File: src/rtl/core/swiqr_ram.sv
// Generic single-port RAM with registered read.
// No dependencies.
`default_nettype none
module swiqr_ram #(
    parameter int Width = 8,
    parameter int Depth = 16
) (
    input  wire logic                     i_clk,
    input  wire logic                     i_we,
    input  wire logic [$clog2(Depth)-1:0] i_addr,
    input  wire logic [Width-1:0]         i_wdata,
    output logic      [Width-1:0]         o_rdata
);
    logic [Width-1:0] r_mem [Depth];
    // Write or read one word per cycle
    always_ff @(posedge i_clk) begin
        if (i_we) begin
            r_mem[i_addr] <= i_wdata;
        end
        o_rdata <= r_mem[i_addr];
    end
endmodule
`default_nettype wire

File: config.mk
export PLATFORM = sky130hd
export DESIGN_NAME = swiqr_ram
export DESIGN_NICKNAME = d
export VERILOG_FILES = /design/src/rtl/core/swiqr_ram.sv
export SDC_FILE = /design/constraint.sdc
export NUM_CORES = 1
export LEC_CHECK = 0
export BUFFER_PORTS_ARGS = -buffer_cell sky130_fd_sc_hd__buf_2
export CELL_PAD_IN_SITES_DETAIL_PLACEMENT = 0
export CELL_PAD_IN_SITES_GLOBAL_PLACEMENT = 1
export CORE_MARGIN = 1.5
export CORE_UTILIZATION = 58
export CTS_CLUSTER_SIZE = 12
export DETAILED_ROUTE_END_ITERATION = 10
export PLACE_DENSITY_LB_ADDON = 0.1
export SETUP_SLACK_MARGIN = 0.02
export SYNTH_ARGS = -nofsm -noshare
export SYNTH_HDL_FRONTEND = slang
export SYNTH_SLANG_ARGS = --single-unit
File: constraint.sdc
create_clock -name i_clk -period 2.4 [get_ports i_clk]
set_input_delay 0.12 -clock i_clk [delete_from_list [all_inputs] [get_ports i_clk]]
set_output_delay 0.12 -clock i_clk [all_outputs]
set_load 0.1 [all_outputs]
After elaboration in Yosys (flattened, before gate mapping)
Memories as Yosys holds them, arrays and structs flattened. A register that Yosys moved wholly into a read port is not among the register bits.
Cells that the tools add are included.

word-level totals
  memory bits (read-only) = 0
  bits in latches = 0
  bits of input ports = 14
  bits in writable memories = 128
  memories kept = 1
  output and inout port bits = 8
  logic and storage cells = 3
  flip-flop bits (word level) = 0

memories
  name   words  width  rd ports  clocked after memory_dff  wr ports  RTL line  RTL
  r_mem  16     8      1         1                         1         14        logic [Width-1:0] r_mem [Depth];

operators by class
  eq/ne operators = 0
  shift-type cells = 0
  bitwise operators = 0
  magnitude comparators = 0
  divide/modulo/power cells = 0
  multiplexer cells = 2
  multiply operators = 0
  reductions and logical operators = 0
  add/sub/neg operators = 0

operator list
  cell              number
  2-to-1 mux 1 bit  2

Depth between registers and ports, before layout
  word-level depth = 2
  gate-level depth with buffers = 5
  depth with buffers taken out = 3

Worst setup path before layout
No wires, ideal clock.

  path kind = input to register
  start = input port i_addr[2]
  end = memory r_mem[0][0] (enable)
  setup time = 0.383 ns
  setup slack = 0.787 ns
  buffers on the path = 0
  required time = 2.017 ns
  data arrival time = 1.230 ns
  stages = 2
  path through = or3b_2 nor3_1

RTL lines
  item                RTL line  RTL
  start: declaration  10        input wire logic [$clog2(Depth)-1:0] i_addr,
  end: declaration    14

No word-level cell before the write port.

==> impl_metrics.env <==
export IMPL_area_growth_pct=19.7
export IMPL_synth_top_family_by_area="multiplexers"
export IMPL_synth_top_cell_by_area="edfxtp_1"
export IMPL_finClkSkew_ns=0.00549
export IMPL_grt_overflow=0
export IMPL_cts_repair_timing_setup_buffer_count=0
export IMPL_cts_buffers_inserted=17
export IMPL_insertedDiodeCount=0
export IMPL_synth_cell_types=18
export IMPL_regToRegSetupSlack_ns=1.03
export IMPL_synth_compound_area_share_pct=2.37
export IMPL_max_slew_margin_rel_pct=44.0
export IMPL_core_um2=8340
export IMPL_holdWs_ns=0.0151
export IMPL_hpwl_um=5900
export IMPL_post_drt_wl_per_cell_um=23.0
export IMPL_cts_sinks=136
export IMPL_routed_wl_um=9280
export IMPL_status="finished clean"
export IMPL_die_y_um=96.5
export IMPL_fin_crit_ns=1.37
export IMPL_drt_iter0_drc=231
export IMPL_powerDensity_nw_per_um2=932
export IMPL_critPathKind="flop to flop"
export IMPL_antenna_found_initial=0
export IMPL_layout_nets=299
export IMPL_hold_depth=1
export IMPL_syn_nets=244
export IMPL_synthCells=230
export IMPL_hold_buffers=7
export IMPL_slew_viol_final=0
export IMPL_io_pins=22
export IMPL_setup_viol=0
export IMPL_r2r_start="r_mem[3][1]$_DFFE_PP_"
export IMPL_drc_errors=0
export IMPL_muxShareOfSynthArea_pct=14.2
export IMPL_min_period_over_period_pct=57.1
export IMPL_synth_avg_cell_area_um2=22.0
export IMPL_ys_seq_area_share_pct=79.0
export IMPL_grt_first_pass_wirelength_um=14300
export IMPL_layout_commonest_cell="edfxtp_1"
export IMPL_worstMarginPinSlew_ns=0.837
export IMPL_leakagePower_nw=2.04
export IMPL_fin_ws_ns=1.03
export IMPL_clock_root_buffer="clkbuf_8"
export IMPL_start_util_pct=60.8
export IMPL_crit_path_end_kind="flop"
export IMPL_min_from="i_wdata[5]"
export IMPL_path_clk_slew_ns=0.06
export IMPL_ant_nets=0
export IMPL_ys_top_cells_by_area="edfxtp_1, mux4_2, dfxtp_1"
export IMPL_grt_usage_pct=23.0
export IMPL_crit_path_start="r_mem[3][1]$_DFFE_PP_"
export IMPL_finalHoldViolCount=0
export IMPL_ir_drop_v=0.000531
export IMPL_synthSimpleGateAreaFrac_pct=3.21
export IMPL_grt_setup_unrepaired="false"
export IMPL_htreeDepth=4
export IMPL_grt_max_degree=18
export IMPL_synth_seq_cells=136
export IMPL_hold_path_endpoint="r_mem[6][5]$_DFFE_PP_"
export IMPL_gp_congestion=0.748
export IMPL_place_ws_ns=0.695
export IMPL_tns_ns=0
export IMPL_startpoint_type="flop"
export IMPL_io_buffers=21
export IMPL_drv_cap=0
export IMPL_cp_data_required_time_ns=2.79
export IMPL_min_delay_path_class="input pin to flop"
export IMPL_max_clock_freq_mhz=729
export IMPL_synth_top_area_share_pct=75.9
export IMPL_synth_fa_ha_area_share_pct=0
export IMPL_synthXorXnorAreaFrac_pct=0
export IMPL_firstDrtPassIters=4
export IMPL_yosys_warnings=0
export IMPL_clockBufferDepth=2
export IMPL_crit_arrival_ns=1.76
export IMPL_rows=33
export IMPL_cts_tree="yes"
export IMPL_p_total_w=0.00566
export IMPL_via_per_inst=5.98
export IMPL_drive_gt1_share_pct=34.6
export IMPL_crit_fanout=1
export IMPL_die_area_um2=9310
export IMPL_final_cell_mix="edfxtp_1, mux4_2, buf_2, buf_4"
export IMPL_die_w_um=96.5
export IMPL_clk_latency_ns=0.51
export IMPL_cts_repair_resized=0
export IMPL_vias=2410
export IMPL_syn_cell_area_um2=5070
export IMPL_grt_pass1_vias=2518
export IMPL_r2r_end="o_rdata[1]$_DFF_P_"
export IMPL_worstRegToRegCells=3
## layout make-up
type / count / area, um^2
sequential: 136 / 4000
fill: 493 / 2270
tap: 105 / 131
timing repair buffer: 47 / 318
clock inverter: 12 / 175
clock buffer: 20 / 435
multi-input combinational: 83 / 1000
## cell usage after synthesis, drive strengths merged
cell and n:
nand2 9, nor2b 2, nand3 1, clkbuf 3
edfxtp 128, or3b 1, nor2 13, buf 8
dfxtp 8, nor3 4, mux4 32, and2 1
nand2b 2, a22oi 16, nand3b 2
## state kept, by name (all words and copies together) (netlist names)
signal and cells:
o_rdata 8, r_mem 128
## through the flow
step | area (um^2) | std cells | utilization, %
global placement | 5390 | 364 | 64.6
detailed placement | 5390 | 364 | 64.6
floorplan | 5070 | 230 | -
global route | 6070 | 403 | 72.7
finish | 6070 | 403 | 72.7
CTS | 6070 | 403 | 72.7
## where the power goes
part	internal [W]	switching, W
Combinational	0.000112	0.000253
Clock	0.00171	0.000912
Sequential	0.00266	0.0000133
Total	0.00448	0.00118
## cell families after synthesis
group           count (synthesis)
simple gates                   35
mux                            32
compound gates                 16
buf+inv                        11
flops                         136
## critical path: stages, from the launching register on
cell and delay [ns]:
edfxtp_1 0.39, mux4_2 0.48, a22oi_1 0.30, nand2_1 0.08
## worst max-delay path by stage
stage                                  to  slack, ns  depth (start not counted)
floorplan           r_mem[0][0]$_DFFE_PP_       0.79                          2
global placement    r_mem[1][1]$_DFFE_PP_       0.71                          3
detailed placement  r_mem[1][3]$_DFFE_PP_       0.70                          3
CTS                            o_rdata[3]       1.02                          1
global route                   o_rdata[4]       0.99                          1
finish                 o_rdata[1]$_DFF_P_       1.03                          3
## per-layer routing
metal	track usage [%]	share of wire (%)
met5	0	0
met4	8.94	1.0
met3	5.71	4.8
met2	35.4	51
met1	32.3	43
Power figures use the tool's default switching activity.
