[config.mk]
export PLATFORM = sky130hd
export DESIGN_NAME = swiqr_fence
export DESIGN_NICKNAME = d
export VERILOG_FILES = /design/src/rtl/core/swiqr_pkg.sv /design/src/rtl/core/swiqr_fence.sv
export SDC_FILE = /design/constraint.sdc
export NUM_CORES = 2
export LEC_CHECK = 0
export BUFFER_PORTS_ARGS = -buffer_cell sky130_fd_sc_hd__clkbuf_2
export CAP_MARGIN = 20
export CELL_PAD_IN_SITES_DETAIL_PLACEMENT = 1
export CELL_PAD_IN_SITES_GLOBAL_PLACEMENT = 1
export CORE_UTILIZATION = 25
export DETAILED_ROUTE_END_ITERATION = 6
export PLACE_DENSITY = 0.49
export SETUP_SLACK_MARGIN = 0.2
export SLEW_MARGIN = 20
export SYNTH_ARGS = -nofsm -noshare
export SYNTH_HDL_FRONTEND = slang
export SYNTH_SLANG_ARGS = --single-unit
[constraint.sdc]
create_clock -name i_clk -period 10.78 [get_ports i_clk]
set_input_delay 0.539 -clock i_clk [delete_from_list [all_inputs] [get_ports i_clk]]
set_output_delay 0.539 -clock i_clk [all_outputs]
set_load 0.05 [all_outputs]
[src/rtl/core/swiqr_pkg.sv]
// Package for the sliding window IQR outlier unit: sizes, register codes, types.
// No dependencies.
`default_nettype none
package swiqr_pkg;
    localparam int WindowDepth  = 64;
    localparam int NumChannels  = 16;
    localparam int SlotW        = $clog2(WindowDepth);
    localparam int ChW          = $clog2(NumChannels);
    localparam int CntW         = $clog2(WindowDepth + 1);
    localparam int AddrW        = ChW + SlotW;
    localparam int MemDepth     = NumChannels * WindowDepth;
    localparam int TimeW        = 36;
    localparam int ValW         = 32;
    localparam int EntryW       = TimeW + ValW;
    localparam int CfgIdxW      = 2;
    localparam int CfgDataW     = 16;
    localparam logic [CfgIdxW-1:0] RegWindowLength = 2'd0;
    localparam logic [CfgIdxW-1:0] RegFenceMult    = 2'd1;
    localparam logic [CfgIdxW-1:0] RegMinCount     = 2'd2;
    typedef logic signed [ValW-1:0] t_val;
    typedef logic [TimeW-1:0] t_time;
endpackage
`default_nettype wire

[src/rtl/core/swiqr_fence.sv]
// Fence arithmetic: multi-cycle compare of the sample against the Tukey
// fences (quartiles if i_small), one multiply per run. Uses swiqr_pkg.
`default_nettype none
module swiqr_fence import swiqr_pkg::*; (
    input  wire logic        i_clk,
    input  wire logic        i_start,
    input  wire logic        i_small,
    input  wire logic [33:0] i_q1x2,
    input  wire logic [33:0] i_q3x2,
    input  wire logic [11:0] i_k,
    input  wire t_val        i_x,
    output logic             o_done,
    output logic             o_outlier
);
    logic [1:0]         r_step;
    logic signed [34:0] r_iqr;
    logic signed [47:0] r_spread;
    logic signed [49:0] w_lo, w_hi, w_xs;
    assign w_xs = 50'(signed'(i_x)) <<< 9;
    assign w_lo = (50'(signed'(i_q1x2)) <<< 8) - 50'(r_spread);
    assign w_hi = (50'(signed'(i_q3x2)) <<< 8) + 50'(r_spread);
    // Sequence: IQR, multiply, compare
    always_ff @(posedge i_clk) begin
        o_done <= 1'b0;
        if (i_start) begin
            r_iqr  <= 35'(signed'(i_q3x2)) - 35'(signed'(i_q1x2));
            r_step <= 2'd1;
        end else if (r_step == 2'd1) begin
            r_spread <= 48'(r_iqr) * signed'({1'b0, i_k});
            r_step   <= 2'd2;
        end else if (r_step == 2'd2) begin
            if (i_small) begin
                o_outlier <= (w_xs < (50'(signed'(i_q1x2)) <<< 8))
                          || (w_xs > (50'(signed'(i_q3x2)) <<< 8));
            end else begin
                o_outlier <= (w_xs < w_lo) || (w_xs > w_hi);
            end
            o_done <= 1'b1;
            r_step <= 2'd0;
        end else begin
            r_step <= 2'd0;
        end
    end
endmodule
`default_nettype wire

Yosys cells after proc, flatten, opt, wreduce, memory -nomap -nowiden
Index checks and enable logic that the tools add are counted.
- flip-flop bits (word level): 87
- word-level logic and storage cells: 25
- add/subtract/negate cells: 3
- $mul: 1
- order comparisons: 4
- equal/unequal tests: 2
- mux-type cells: 3
- bitwise gates (word level): 2
- reduce and logical (&&, ||, !) cells: 5
- operator list (operator ; number):
    $add A42 B48 Y49 ; 1
    $gt A41 B49 Y1 ; 1
    $lt A41 B49 Y1 ; 1
    $sub A42 B48 Y49 ; 1
    $mul A35 B13 Y48 ; 1
    $gt A41 B42 Y1 ; 1
    $lt A41 B42 Y1 ; 1
    $sub A34 B34 Y35 ; 1
    $reduce_and A3 Y1 ; 1
    $eq A2 B1 Y1 const B ; 1
    $eq A2 B2 Y1 const B ; 1
    $logic_or A1 B1 Y1 ; 2
    $mux W1 ; 2
    $mux W2 ; 1
    $not A1 Y1 ; 2
    $reduce_and A2 Y1 ; 1
    $reduce_or A2 Y1 ; 1

Logic depth before layout (Yosys ltp)
- depth after elaboration: 4
- depth in mapped cells: 24
- depth with buffers taken out: 21

Worst setup path before layout
OpenSTA, ideal clock, no wires.
- kind: input port to flip-flop
- start point: input i_k[9]
- end point: register r_spread[42], data pin
- arrival time: 6.173 ns
- data required time: 10.502 ns
- slack: 4.329 ns
- stages on the path: 21
- cell sequence: clkbuf_1 clkbuf_1 nand2_1 fa_1 inv_1 fa_1 fa_1 fa_1 inv_1 fa_1 inv_1 ha_1 a21o_1 a211o_1 a2111oi_4 nand3_2 a2111oi_2 o31a_2 o21ai_1 a21oi_2 a311oi_2
- longest elaborated chain between the ends: 1
- RTL lines (element ; line ; source):
    start, declared ; swiqr_fence.sv:10 ; input wire logic [11:0] i_k,
    $mul A35 B13 Y48 ; swiqr_fence.sv:29 ; r_spread <= 48'(r_iqr) * signed'({1'b0, i_k});
    end signal, assigned ; swiqr_fence.sv:29 ;
    end, declared ; swiqr_fence.sv:17 ; logic signed [47:0] r_spread;
Every way passes these cells.
A chain may end at the register's enable or synchronous reset.

Final worst setup path
- start point: input i_k[7]
- end point: register r_spread[42], data pin
Same word-level chain as after synthesis.

==> out/results.ini <==
[status]
outcome = finished clean

[die]
core_mm2 = 0.107
ios = 117
rows = 120
dieArea_mm2 = 0.109
die-width_um = 331
fp.dieH_um = 331
initial_utilization_pct = 25.2

[place]
pre_cts_ws_ns = 3.35
dpl_cell_area_mm2 = 0.0291
gp_congestion = 0.824
numPortBuffers = 116
dp_hpwl_mm = 73.4

[yosys]
syn_area_mm2 = 0.0270
yosysUniqueCellTypes = 85
syn_area_per_cell_um2 = 8.50
yosysWarnings = 0
syn-instance-count = 3181
synth_edf_count = 84
async_flop_share_pct = 0
syn-num-nets = 4032
ys_seq_area_share_pct = 9.55
ys.flop_type = edfxtp_1
synth-seq-cells = 87

[global_routing]
first_global_vias = 23274
grt_start_max_net_pins = 46
grtUsageTotal_pct = 15.9
global_route.overflow_total = 0
grt_pass1_wl_mm = 134
antenna_found_initial = 1

[worst_setup_path]
cp.required_ns = 10.87
crit_start = i_k[7]
path_max_fanout = 35
cp.arrival_ns = 7.08
regToRegStartpoint = r_iqr[20]$_DFFE_PP_
cp-end-kind = flop
crit_type = in -> reg
start_kind = input port

[sta]
worst_pin_slew_ns = 0.996
hold_viol_final = 0
fin_crit_sh_pct = 64.8
max_slew_margin_pct = 33.2
setup_ws_ns = 3.79
rsz0062_at_grt = no
slew_violations = 0
period_needed_ns = 6.99
final-setup-viol-count = 0
fin_worst_skew_ns = 0.0119
clock.fmax_mhz = 143
fin_tns_setup_ns = 0

[clock_tree]
cts_sinks = 87
clock-root-buffer = clkbuf_16
cts_buffers = 9
cts.repair.resized = 0
h-tree-depth = 3
clk_latency_ns = 0.36
clk_pin_slew_worst_paths_ns = 0.07
holdBufCountCts = 0
cts_tree = built
post_cts_buffers = 0
clock_path_buffers = 2

[final_layout]
fillCellCount = 12830
final_cell_area_mm2 = 0.0294
drive_gt1_share_pct = 5.30
fin_nets = 4071
syn_to_final_growth_pct = 8.82

[routing]
finalWirelength_mm = 85.1
highest-signal-layer = met4
dr_wl_met3_mm = 1.44
drt_iter0_drc = 886
drt_first_pass_iters = 5
m1WireLength_mm = 39.8
avgRoutedWirePerCell_um = 18.4
vias_per_cell = 4.69
drcViolationCount = 0
ant_nets = 0
num_vias = 21703
wl_met2_mm = 43.2

[worst_hold_path]
hold_start = r_step[0]$_SDFF_PP1_
hold_class = reg -> reg

[run]
drv_cap = 0

-- Yosys cell counts, drive strengths merged (6+ instances only) --
master | number | area, um^2
nor2 | 89 | 337
xor2 | 51 | 447
nor2b | 29 | 181
edfxtp | 84 | 2520
o22ai | 6 | 37.5
or3 | 7 | 43.8
inv | 639 | 2400
a221oi | 7 | 61.3
o21bai | 20 | 150
a21oi | 183 | 920
xnor2 | 87 | 762
nand2b | 19 | 119
a211o | 9 | 78.8
o31a | 6 | 53.8
clkbuf | 97 | 364
nand2 | 319 | 1200
a21boi | 12 | 90.1
nor3b | 8 | 65.1
nand3 | 47 | 240
a2111oi | 15 | 181
nand4 | 49 | 307
o21a | 18 | 135
a211oi | 12 | 95.1
ha | 366 | 4580
a21o | 141 | 1060
and3 | 21 | 133
fa | 370 | 7410
o21ai | 101 | 509
nor3 | 24 | 125
a41oi | 6 | 52.6
o211ai | 17 | 128
a31oi | 25 | 156
and2 | 211 | 1320
or2 | 7 | 43.8
o31ai | 6 | 45.0
-- flip-flops by register name, indices dropped and copies added, names as in the netlist --
register   cells
o_done         1
r_iqr         35
r_step         2
r_spread      48
o_outlier      1
-- final cells by class --
class	count	area, um^2	area share (%)
Multi-Input combinational cell	2355	21700	73.7
Clock inverter	7	103	0.349
Sequential cell	87	2580	8.78
Timing Repair Buffer	128	671	2.28
Antenna cell	1	2.50	0.00851
Tap cell	1403	1760	5.97
Inverter	639	2400	8.15
Clock buffer	9	225	0.766
-- final timing paths --
kind | end | slack (ns) | depth (start not counted)
worst max-delay path | r_spread[42]$_DFFE_PP_ | 3.79 | 20
worst min-delay path | o_done$_SDFF_PP0_ | 0.48 | 1
worst max register to register | r_spread[42]$_DFFE_PP_ | 3.88 | 20
worst min register to register | o_done$_SDFF_PP0_ | 0.48 | 1
-- cells in the final DEF (no fill, tap or decap), types with 20 or more instances in the layout --
cell type | Yosys | layout
a31oi_1 | 25 | 25
fa_1 | 370 | 370
nor2_1 | 88 | 88
clkbuf_2 | 0 | 116
nor3_1 | 23 | 23
ha_1 | 366 | 366
o21bai_1 | 20 | 20
inv_1 | 639 | 639
nand4_1 | 49 | 49
o21ai_0 | 88 | 88
a21oi_1 | 182 | 182
and2_1 | 211 | 211
nand2_1 | 319 | 319
edfxtp_1 | 84 | 84
and3_1 | 20 | 20
nand3_1 | 46 | 46
a21o_1 | 139 | 139
xnor2_1 | 87 | 87
nor2b_1 | 29 | 29
xor2_1 | 51 | 51
-- worst max-delay path, stage by stage --
cell and delay, ns:
clkbuf_2 0.68, nand2_1 0.14, fa_1 0.52, inv_1 0.05, fa_1 0.46, fa_1 0.52, fa_1 0.54, inv_1 0.05
fa_1 0.56, inv_1 0.05, ha_1 0.38, a21o_1 0.19, a211o_1 0.34, a211oi_1 0.40, nor3b_2 0.12, a2111oi_2 0.62
o31a_2 0.26, o21ai_1 0.19, a21oi_2 0.31, a311oi_2 0.13
-- cells by family after synthesis --
family                   Yosys count  synth area share (%)
buffers and inverters            739                  10.3
flip-flops                        87                  9.55
AND/OR/NAND/NOR                  852                  15.9
XOR/XNOR                         138                  4.47
multiplexers                       2                0.0787
AO/OA/AOI/OAI                    627                  15.4
adder cells (fa/ha/maj)          736                  44.3
-- metal layers --
metal,track usage (%),up-vias
li1,-,10516
met1,21.3,10948
met2,28.9,205
met3,1.11,34
met4,1.34,0
met5,0,-
-- through the flow --
step	hold slack [ns]	utilization, %	cells
after floorplan	0.423	-	3181
after global placement	0.471	27.1	4612
after detailed placement	0.460	27.1	4612
after CTS	0.477	27.4	4628
after global routing	0.519	27.4	4628
final	0.484	27.4	4629
Power is left out: the tool's default activity adds up to more than one toggle a clock period on the data nets, which glitch-free logic cannot reach.
