===== src/rtl/core/swiqr_pkg.sv =====
// Package for the sliding window IQR outlier unit: sizes, register codes, types.
// No dependencies.
`default_nettype none
package swiqr_pkg;
    localparam int WindowDepth  = 64;
    localparam int NumChannels  = 16;
    localparam int SlotW        = $clog2(WindowDepth);
    localparam int ChW          = $clog2(NumChannels);
    localparam int CntW         = $clog2(WindowDepth + 1);
    localparam int AddrW        = ChW + SlotW;
    localparam int MemDepth     = NumChannels * WindowDepth;
    localparam int TimeW        = 36;
    localparam int ValW         = 32;
    localparam int EntryW       = TimeW + ValW;
    localparam int CfgIdxW      = 2;
    localparam int CfgDataW     = 16;
    localparam logic [CfgIdxW-1:0] RegWindowLength = 2'd0;
    localparam logic [CfgIdxW-1:0] RegFenceMult    = 2'd1;
    localparam logic [CfgIdxW-1:0] RegMinCount     = 2'd2;
    typedef logic signed [ValW-1:0] t_val;
    typedef logic [TimeW-1:0] t_time;
endpackage
`default_nettype wire


===== src/rtl/core/swiqr_ram.sv =====
// Generic single-port RAM with registered read.
// No dependencies.
`default_nettype none
module swiqr_ram #(
    parameter int Width = 8,
    parameter int Depth = 16
) (
    input  wire logic                     i_clk,
    input  wire logic                     i_we,
    input  wire logic [$clog2(Depth)-1:0] i_addr,
    input  wire logic [Width-1:0]         i_wdata,
    output logic      [Width-1:0]         o_rdata
);
    logic [Width-1:0] r_mem [Depth];
    // Write or read one word per cycle
    always_ff @(posedge i_clk) begin
        if (i_we) begin
            r_mem[i_addr] <= i_wdata;
        end
        o_rdata <= r_mem[i_addr];
    end
endmodule
`default_nettype wire


===== src/rtl/core/swiqr_rank.sv =====
// Rank buffer: holds the channel's live window values in a small RAM and sorts
// them by insertion, one read or one compare-and-write per cycle. Uses swiqr_pkg, swiqr_ram.
`default_nettype none
module swiqr_rank import swiqr_pkg::*; (
    input  wire logic             i_clk,
    input  wire logic             i_clear,
    input  wire logic             i_load,
    input  wire t_val             i_val,
    input  wire logic [SlotW-1:0] i_rd_idx,
    output t_val                  o_rd_val,
    output logic                  o_busy
);
    logic [CntW-1:0]  r_n;
    logic [SlotW-1:0] r_j;
    logic             r_ins;
    logic             r_cmp;
    t_val             r_v;
    logic             w_we;
    logic [SlotW-1:0] w_addr;
    t_val             w_wdata;
    t_val             w_rd;
    logic             w_move;

    swiqr_ram #(.Width(ValW), .Depth(WindowDepth)) u_buf (
        .i_clk(i_clk), .i_we(w_we), .i_addr(w_addr),
        .i_wdata(w_wdata), .o_rdata(w_rd));

    assign o_busy   = r_ins;
    assign o_rd_val = w_rd;
    // Read slot j-1, then compare it and shift it up or drop the new value in
    assign w_move  = r_cmp && (w_rd > r_v);
    assign w_we    = r_ins && (r_cmp || (r_j == '0));
    assign w_wdata = w_move ? w_rd : r_v;
    assign w_addr  = (r_ins && !r_cmp && (r_j != '0)) ? SlotW'(r_j - 1'b1)
                   : (r_ins ? r_j : i_rd_idx);

    always_ff @(posedge i_clk) begin
        if (i_clear) begin
            r_n   <= '0;
            r_ins <= 1'b0;
            r_cmp <= 1'b0;
        end else if (i_load) begin
            r_v   <= i_val;
            r_j   <= r_n[SlotW-1:0];
            r_ins <= 1'b1;
            r_cmp <= 1'b0;
        end else if (r_ins) begin
            if (!r_cmp) begin
                if (r_j == '0) begin
                    r_n   <= r_n + 1'b1;
                    r_ins <= 1'b0;
                end else begin
                    r_cmp <= 1'b1;
                end
            end else if (w_move) begin
                r_j   <= r_j - 1'b1;
                r_cmp <= 1'b0;
            end else begin
                r_n   <= r_n + 1'b1;
                r_ins <= 1'b0;
                r_cmp <= 1'b0;
            end
        end
    end
endmodule
`default_nettype wire


===== config.mk =====
export PLATFORM = sky130hd
export DESIGN_NAME = swiqr_rank
export DESIGN_NICKNAME = d
export VERILOG_FILES = /design/src/rtl/core/swiqr_pkg.sv /design/src/rtl/core/swiqr_ram.sv /design/src/rtl/core/swiqr_rank.sv
export SDC_FILE = /design/constraint.sdc
export NUM_CORES = 2
export LEC_CHECK = 0
export BUFFER_PORTS_ARGS = -buffer_cell sky130_fd_sc_hd__buf_2
export CAP_MARGIN = 20
export CORE_UTILIZATION = 45
export CTS_BUF_LIST = sky130_fd_sc_hd__clkbuf_2 sky130_fd_sc_hd__clkbuf_4 sky130_fd_sc_hd__clkbuf_8
export DETAILED_ROUTE_END_ITERATION = 10
export SLEW_MARGIN = 20
export SYNTH_ARGS = -nofsm -noshare
export SYNTH_HDL_FRONTEND = slang
export SYNTH_SLANG_ARGS = --single-unit
export TNS_END_PERCENT = 100

===== constraint.sdc =====
create_clock -name i_clk -period 7.7 [get_ports i_clk]
set_input_delay 0.77 -clock i_clk [delete_from_list [all_inputs] [get_ports i_clk]]
set_output_delay 0.77 -clock i_clk [all_outputs]
set_load 0.05 [all_outputs]

**After elaboration in Yosys (flattened, before gate mapping)**

Memory sizes are Yosys's and may differ from the RTL's. A register that Yosys moved wholly into a read port is not among the register bits.
Index checks and enable logic that the tools add are counted.

- Add/subtract/negate cells: 2
- Order comparisons: 1
- Equal/unequal tests: 1
- Muxes and demuxes: 18
- Bitwise operators: 2
- Reductions and logical operators: 16

Operators by type and width:

| kind | number |
|---|---|
| $mux W6 | 6 |
| $gt A32 B32 Y1 | 1 |
| $mux W32 | 1 |
| $mux W7 | 3 |
| $mux W1 | 8 |
| $reduce_and A4 Y1 | 2 |
| $reduce_bool A2 Y1 | 4 |
| $add A7 B1 Y7 const B | 1 |
| $logic_not A6 Y1 | 1 |
| $reduce_bool A6 Y1 | 1 |
| $sub A6 B1 Y6 const B | 1 |
| $logic_and A1 B1 Y1 | 4 |
| $ne A2 B2 Y1 const B | 1 |
| $not A1 Y1 | 2 |
| $reduce_and A2 Y1 | 1 |
| $reduce_or A2 Y1 | 1 |
| $logic_not A1 Y1 | 1 |
| $logic_or A1 B1 Y1 | 1 |

- Register bits: 47
- Memory bits (writable): 2,048
- Bits of input ports: 41
- Output and inout bits: 33
- Word-level logic and storage cells: 46
- Memories kept: 1

Memories:

| memory | words | width | rd ports | clocked after memory_dff | wr ports | line | RTL |
|---|---|---|---|---|---|---|---|
| u_buf.r_mem | 64 | 32 | 1 | 1 | 1 | swiqr_ram.sv:14 | `logic [Width-1:0] r_mem [Depth];` |

**Logic depth before layout (Yosys ltp)**

- Word-level depth: 6
- Gate-level depth with buffers: 17
- Mapped depth without buffers: 10

**Cells and area by module**

A second synthesis with hierarchy kept.

- Cell total of the unflattened synthesis: 4,564
- Area total of the unflattened synthesis: 82,118.8 µm²

Modules (own cells, without submodules):

| module | instances | cells an instance | area an instance (µm²) | seq. area each (µm²) |
|---|---|---|---|---|
| swiqr_ram | 1 | 4,239 | 78,928.2 | 62,139.6 |
| swiqr_rank | 1 | 325 | 3,190.6 | 1,301.2 |

**Least setup slack after synthesis**

OpenSTA, ideal clock, no wires.

- Kind: register to register
- Start point: register u_buf.o_rdata[25] (read register of u_buf.r_mem)
- End point: memory u_buf.r_mem[0][0] (netlist name) (data pin)
- Setup time: 0.702 ns
- Data arrival time: 4.764 ns
- Data required time: 6.998 ns
- Slack: 2.233 ns
- Cell stages (with the launch flop): 10
- Path buffers: 1
- Period minus slack after synthesis: 5.467 ns
- Path through: dfxtp_1 -> ha_1 -> a21o_1 -> a21o_1 -> a221oi_1 -> o221ai_1 -> a21oi_1 -> o211ai_1 -> clkbuf_1 -> o21ai_0

- Word-level cells in the longest chain between the ends: 3

RTL lines:

| item | line | RTL |
|---|---|---|
| start: declaration | swiqr_ram.sv:12 | `output logic [Width-1:0] o_rdata` |
| $gt A32 B32 Y1 | swiqr_rank.sv:31 | `assign w_move = r_cmp && (w_rd > r_v);` |
| $logic_and A1 B1 Y1 | swiqr_rank.sv:31 |  |
| $mux W32 | swiqr_rank.sv:33 | `assign w_wdata = w_move ? w_rd : r_v;` |
| via u_buf.i_wdata[0] | swiqr_ram.sv:11 | `input wire logic [Width-1:0] i_wdata,` |
| end: declaration | swiqr_ram.sv:14 |  |

The timed path passes the listed nets, and every way through them passes these cells.

**Final worst setup path**

- Start point: register r_j[0]
- End point: memory u_buf.r_mem[2][5] (netlist name) (enable)

- Word-level cells in the longest chain between the ends: 5
- Elaborated cells on any way between the ends: 10
- Classes of those cells: add/sub: 1; mux: 4; reduce/logical: 5

RTL lines:

| item | line | RTL |
|---|---|---|
| start: declaration | swiqr_rank.sv:14 | `logic [SlotW-1:0] r_j;` |
| start signal: assignment | swiqr_rank.sv:44 | `r_j <= r_n[SlotW-1:0];` |
| start signal: assignment | swiqr_rank.sv:56 | `r_j <= r_j - 1'b1;` |
| branches (longest 5 deep; another with $sub A6 B1 Y6) | n/a |  |

Several ways; the timed one is not identified.

==> summary.md <==
| Metric | Value |
|---|---|
| Worst Reg-to-Reg Cells | `9` |
| Synthesized flop and latch total | `approximately 2100` |
| Num rows | `157` |
| Hold wc startpoint | `i_clear` |
| Critical register-to-register path startpoint | `r_j[0]$_DFFE_PP_` |
| Fmax | `about 170 MHz` |
| Drt first pass iters | `5` |
| Final GP Congestion | `0.858` |
| Final-stage net count | `between 5000 and 6000` |
| CTS tree | `built` |
| Crit end category | `register` |
| Cell area after layout | `between 0.09 and 0.1 mm2` |
| Post-DP HPWL | `131000 um` |
| Transition time of the tightest slew-check pin | `~1100 ps` |
| Utilization after layout | `~51%` |
| Total GRT Usage | `about a quarter` |
| Initial drt markers | `5244` |
| Die X | `433 um` |
| Hold Violations, Final | `0` |
| Slew Viols, Final | `0` |
| Worst-path clk slew | `60 ps` |
| Power Dens Cells | `271 mW/mm2` |
| CP bufs+invs | `2` |
| WHS Path Cells | `2` |
| Final setup vio count | `0` |
| FFs w/ async S/R, synth | `0%` |
| Hold crit path type | `in2reg` |
| Core ar. | `about 0.18 mm2` |
| Effective utilization at floorplan | `between 40% and 50%` |
| Cells after DPL | `7448` |
| Post-synth EDFFs | `roughly 2100` |
| Vias per Instance | `~6` |
| CP peak stage delay | `~1100 ps` |
| Leading area contributor after synthesis | `edfxtp_1` |
| Avg Cell Area, Syn | `~16 um2` |
| Top cells by area, synth | `edfxtp_1 75%, mux4_2 5.4%, nand2_1 3.6%` |
| CTS H-tree lvls | `5` |
| FF-to-FF setup slack | `about 2000 ps` |
| Congestion Overflow GR | `0` |
| CTS buffer count | `around 350` |
| DRT antenna net count | `0` |
| # DRC | `0` |
| Syn Nets | `approximately 5200` |
| Cell family with most CP delay | `simple AND/OR/NAND/NOR gates` |
| Max Root-Sink Buffers | `4` |
| Worst vdd ir | `around 180 uV` |
| Pin count of the biggest net entering global routing | `about 150` |
| Synth unique cells | `72` |
| CP max FO | `56` |
| Max Cap Viol | `0` |
| P_leak | `between 30 and 40 nW` |
| Mapped Cells | `around 5000` |
| First-pass GRT wire length | `335000 um` |
| Layout cells sized above 1 | `19.5%` |
| WS Path Type | `reg2reg` |
| Synth warn | `0` |
| WP data arrival | `between 6000 and 7000 ps` |
| Final worst slack | `1950 ps` |
| Outcome | `completed` |
| Setup Fix Bufs, Post-CTS | `0` |
| Synth top cells by count | `2086 x edfxtp_1, 797 x nand2_1, 201 x mux4_2` |
| Hold path endpoint | `r_n[5]$_SDFFE_PP0P_` |
| Tmin final | `5750 ps` |
| Tcrit/Tclk final | `~75%` |
| Count leader, synth | `edfxtp_1` |
| Worst Setup Start Kind | `register` |
| Top-Level Pins | `74` |
| Cell Chain, Critical Path | `inv_1, ha_1, nor2b_1, a211oi_1, a211o_4, nor2_1, nand2_1, nor2_4, buf_4` |
| Slowest cell on crit path | `nor2_4` |
| Relative max-transition margin | `a little under a quarter` |
| WP data required | `roughly 8400 ps` |
| Syn Std Cell Area | `about 0.083 mm2` |
| Wire per inst | `between 20 and 30 um` |
| Register area share after synthesis | `about three quarters` |
| Area Growth Syn to Fin | `13.1%` |
| Die Ht | `~430 um` |
| WHS | `roughly 150 ps` |
| Total Wirelength | `233000 um` |
| Reg2reg end | `u_buf.r_mem[2][5]$_DFFE_PP_` |
| RSZ-0062 raised after global routing | `false` |
| Fin Setup TNS | `0 ps` |
| Share of the synthesized area in the top cell type | `roughly 75%` |
| Fin Clk Skew | `68.2 ps` |
| Die ar. | `~0.19 mm2` |
| Post-placement cell area | `a little under 0.09 mm2` |
| Synth Flop Type | `edfxtp_1` |
| Worst skew pair latency | `1050 ps` |
| Worst setup path startpoint | `r_j[0]$_DFFE_PP_` |
| Clock Tree Root | `clkbuf_8` |
| Non-filler cells, final | `between 8000 and 9000` |
| Port bufs | `73` |
| Final Power | `25.5 mW` |
| DR vias | `between 40000 and 50000` |
| Clock sink count | `about 2100` |
| Initial antenna violation count | `8` |
| Vias in the first global route | `approximately 47000` |
| DP Worst Slack | `between 2000 and 2500 ps` |
==> worst max-delay path by stage <==
stage                     depth (start not counted)  slack (ps)                            end
after floorplan                                   9        2230    u_buf.r_mem[0][0]$_DFFE_PP_
after global placement                            9        1860   u_buf.r_mem[3][14]$_DFFE_PP_
after detailed placement                          9        2100   u_buf.r_mem[26][3]$_DFFE_PP_
after CTS                                         9        2070  u_buf.r_mem[34][29]$_DFFE_PP_
after global routing                             12        1660      u_buf.o_rdata[17]$_DFF_P_
final                                             9        1950    u_buf.r_mem[2][5]$_DFFE_PP_
==> sequential cells by signal, summed over array words and instances, names as in the netlist <==
name,cells
r_v,32
o_busy,1
r_j,6
u_buf.o_rdata,32
r_n,6
r_cmp,1
u_buf.r_mem,2048
==> routing by layer <==
layer  GRT usage, %  wire length, um  up-vias  share of wire [%]
met3           4.35            18300      398                7.8
met4           7.88             6410        6                2.8
met5              0               37        -              0.016
met1           34.3            96700    25200                 42
li1               -                -    20700                  -
met2           39.9           111000     2229                 48
==> layout by cell type, fill, tap and decap left out, types with 24 or more instances in the layout <==
cell | netlist | routed
o22ai_1 | 28 | 28
mux2_2 | 35 | 26
nand3_1 | 145 | 143
nand2_1 | 797 | 794
a211oi_1 | 154 | 154
o21ai_0 | 99 | 98
clkinv_1 | 0 | 77
nor2_1 | 148 | 77
a211o_1 | 30 | 29
dfxtp_1 | 40 | 40
a21oi_1 | 24 | 24
inv_1 | 40 | 40
clkbuf_4 | 0 | 120
ha_1 | 35 | 35
edfxtp_1 | 2086 | 2086
dlygate4sd3_1 | 0 | 32
mux2i_1 | 124 | 124
mux4_2 | 201 | 201
buf_2 | 106 | 73
a31oi_1 | 150 | 149
nor2_4 | 0 | 69
clkbuf_8 | 0 | 366
a2111oi_0 | 33 | 33
nand4_1 | 48 | 48
nor3_1 | 133 | 131
and3_1 | 159 | 159
buf_4 | 7 | 140
clkinv_2 | 0 | 30
a22oi_1 | 60 | 60
a221oi_1 | 29 | 29
a311oi_1 | 59 | 59
==> cell type report <==
cell class,instances,area (um2)
clock buffers,486,5940
clock inverters,118,657
inverters,40,150
well taps,2464,3080
fillers,14900,89300
repair buffers,259,2020
flip-flops and latches,2126,63400
diodes,4,10.0
multi-input cells,2591,19100
==> where the power goes <==
group,total (mW),switching (mW),internal [mW]
clock network,9.52,4.37,5.15
registers,13.2,0.175,13.0
logic,2.83,2.03,0.800
total,25.5,6.58,19.0
==> repair_timing <==
item	in CTS	in global routing
endpoints found under the hold margin	32	0
resized for setup	0	0
hold buffers	32	0
==> worst register-to-register path: cells and delay by family, from the launching register on <==
| family | cells | cell delay (ps) |
|---|---|---|
| AOI/OAI and AO/OA | 2 | 940 |
| adders and majority gates | 1 | 200 |
| buffers and inverters | 2 | 600 |
| DFF | 1 | 630 |
| and+or+nand+nor | 4 | 3070 |
==> kinds of logic (layout without fill, tap and decap cells) <==
| kind of cell | after synthesis | count (layout) | synth area share [%] |
|---|---|---|---|
| XOR/XNOR | 4 | 4 | 0.0420 |
| multiplexers | 361 | 361 | 7.40 |
| flip-flops | 2126 | 2126 | 76.0 |
| adder cells (fa/ha/maj) | 35 | 35 | 0.525 |
| other | 0 | 4 | 0 |
| buffers and inverters | 380 | 903 | 1.96 |
| AO/OA/AOI/OAI | 716 | 716 | 6.15 |
| AND/OR/NAND/NOR | 1475 | 1475 | 7.90 |
No activity file was read; power rests on OpenSTA's default activity.
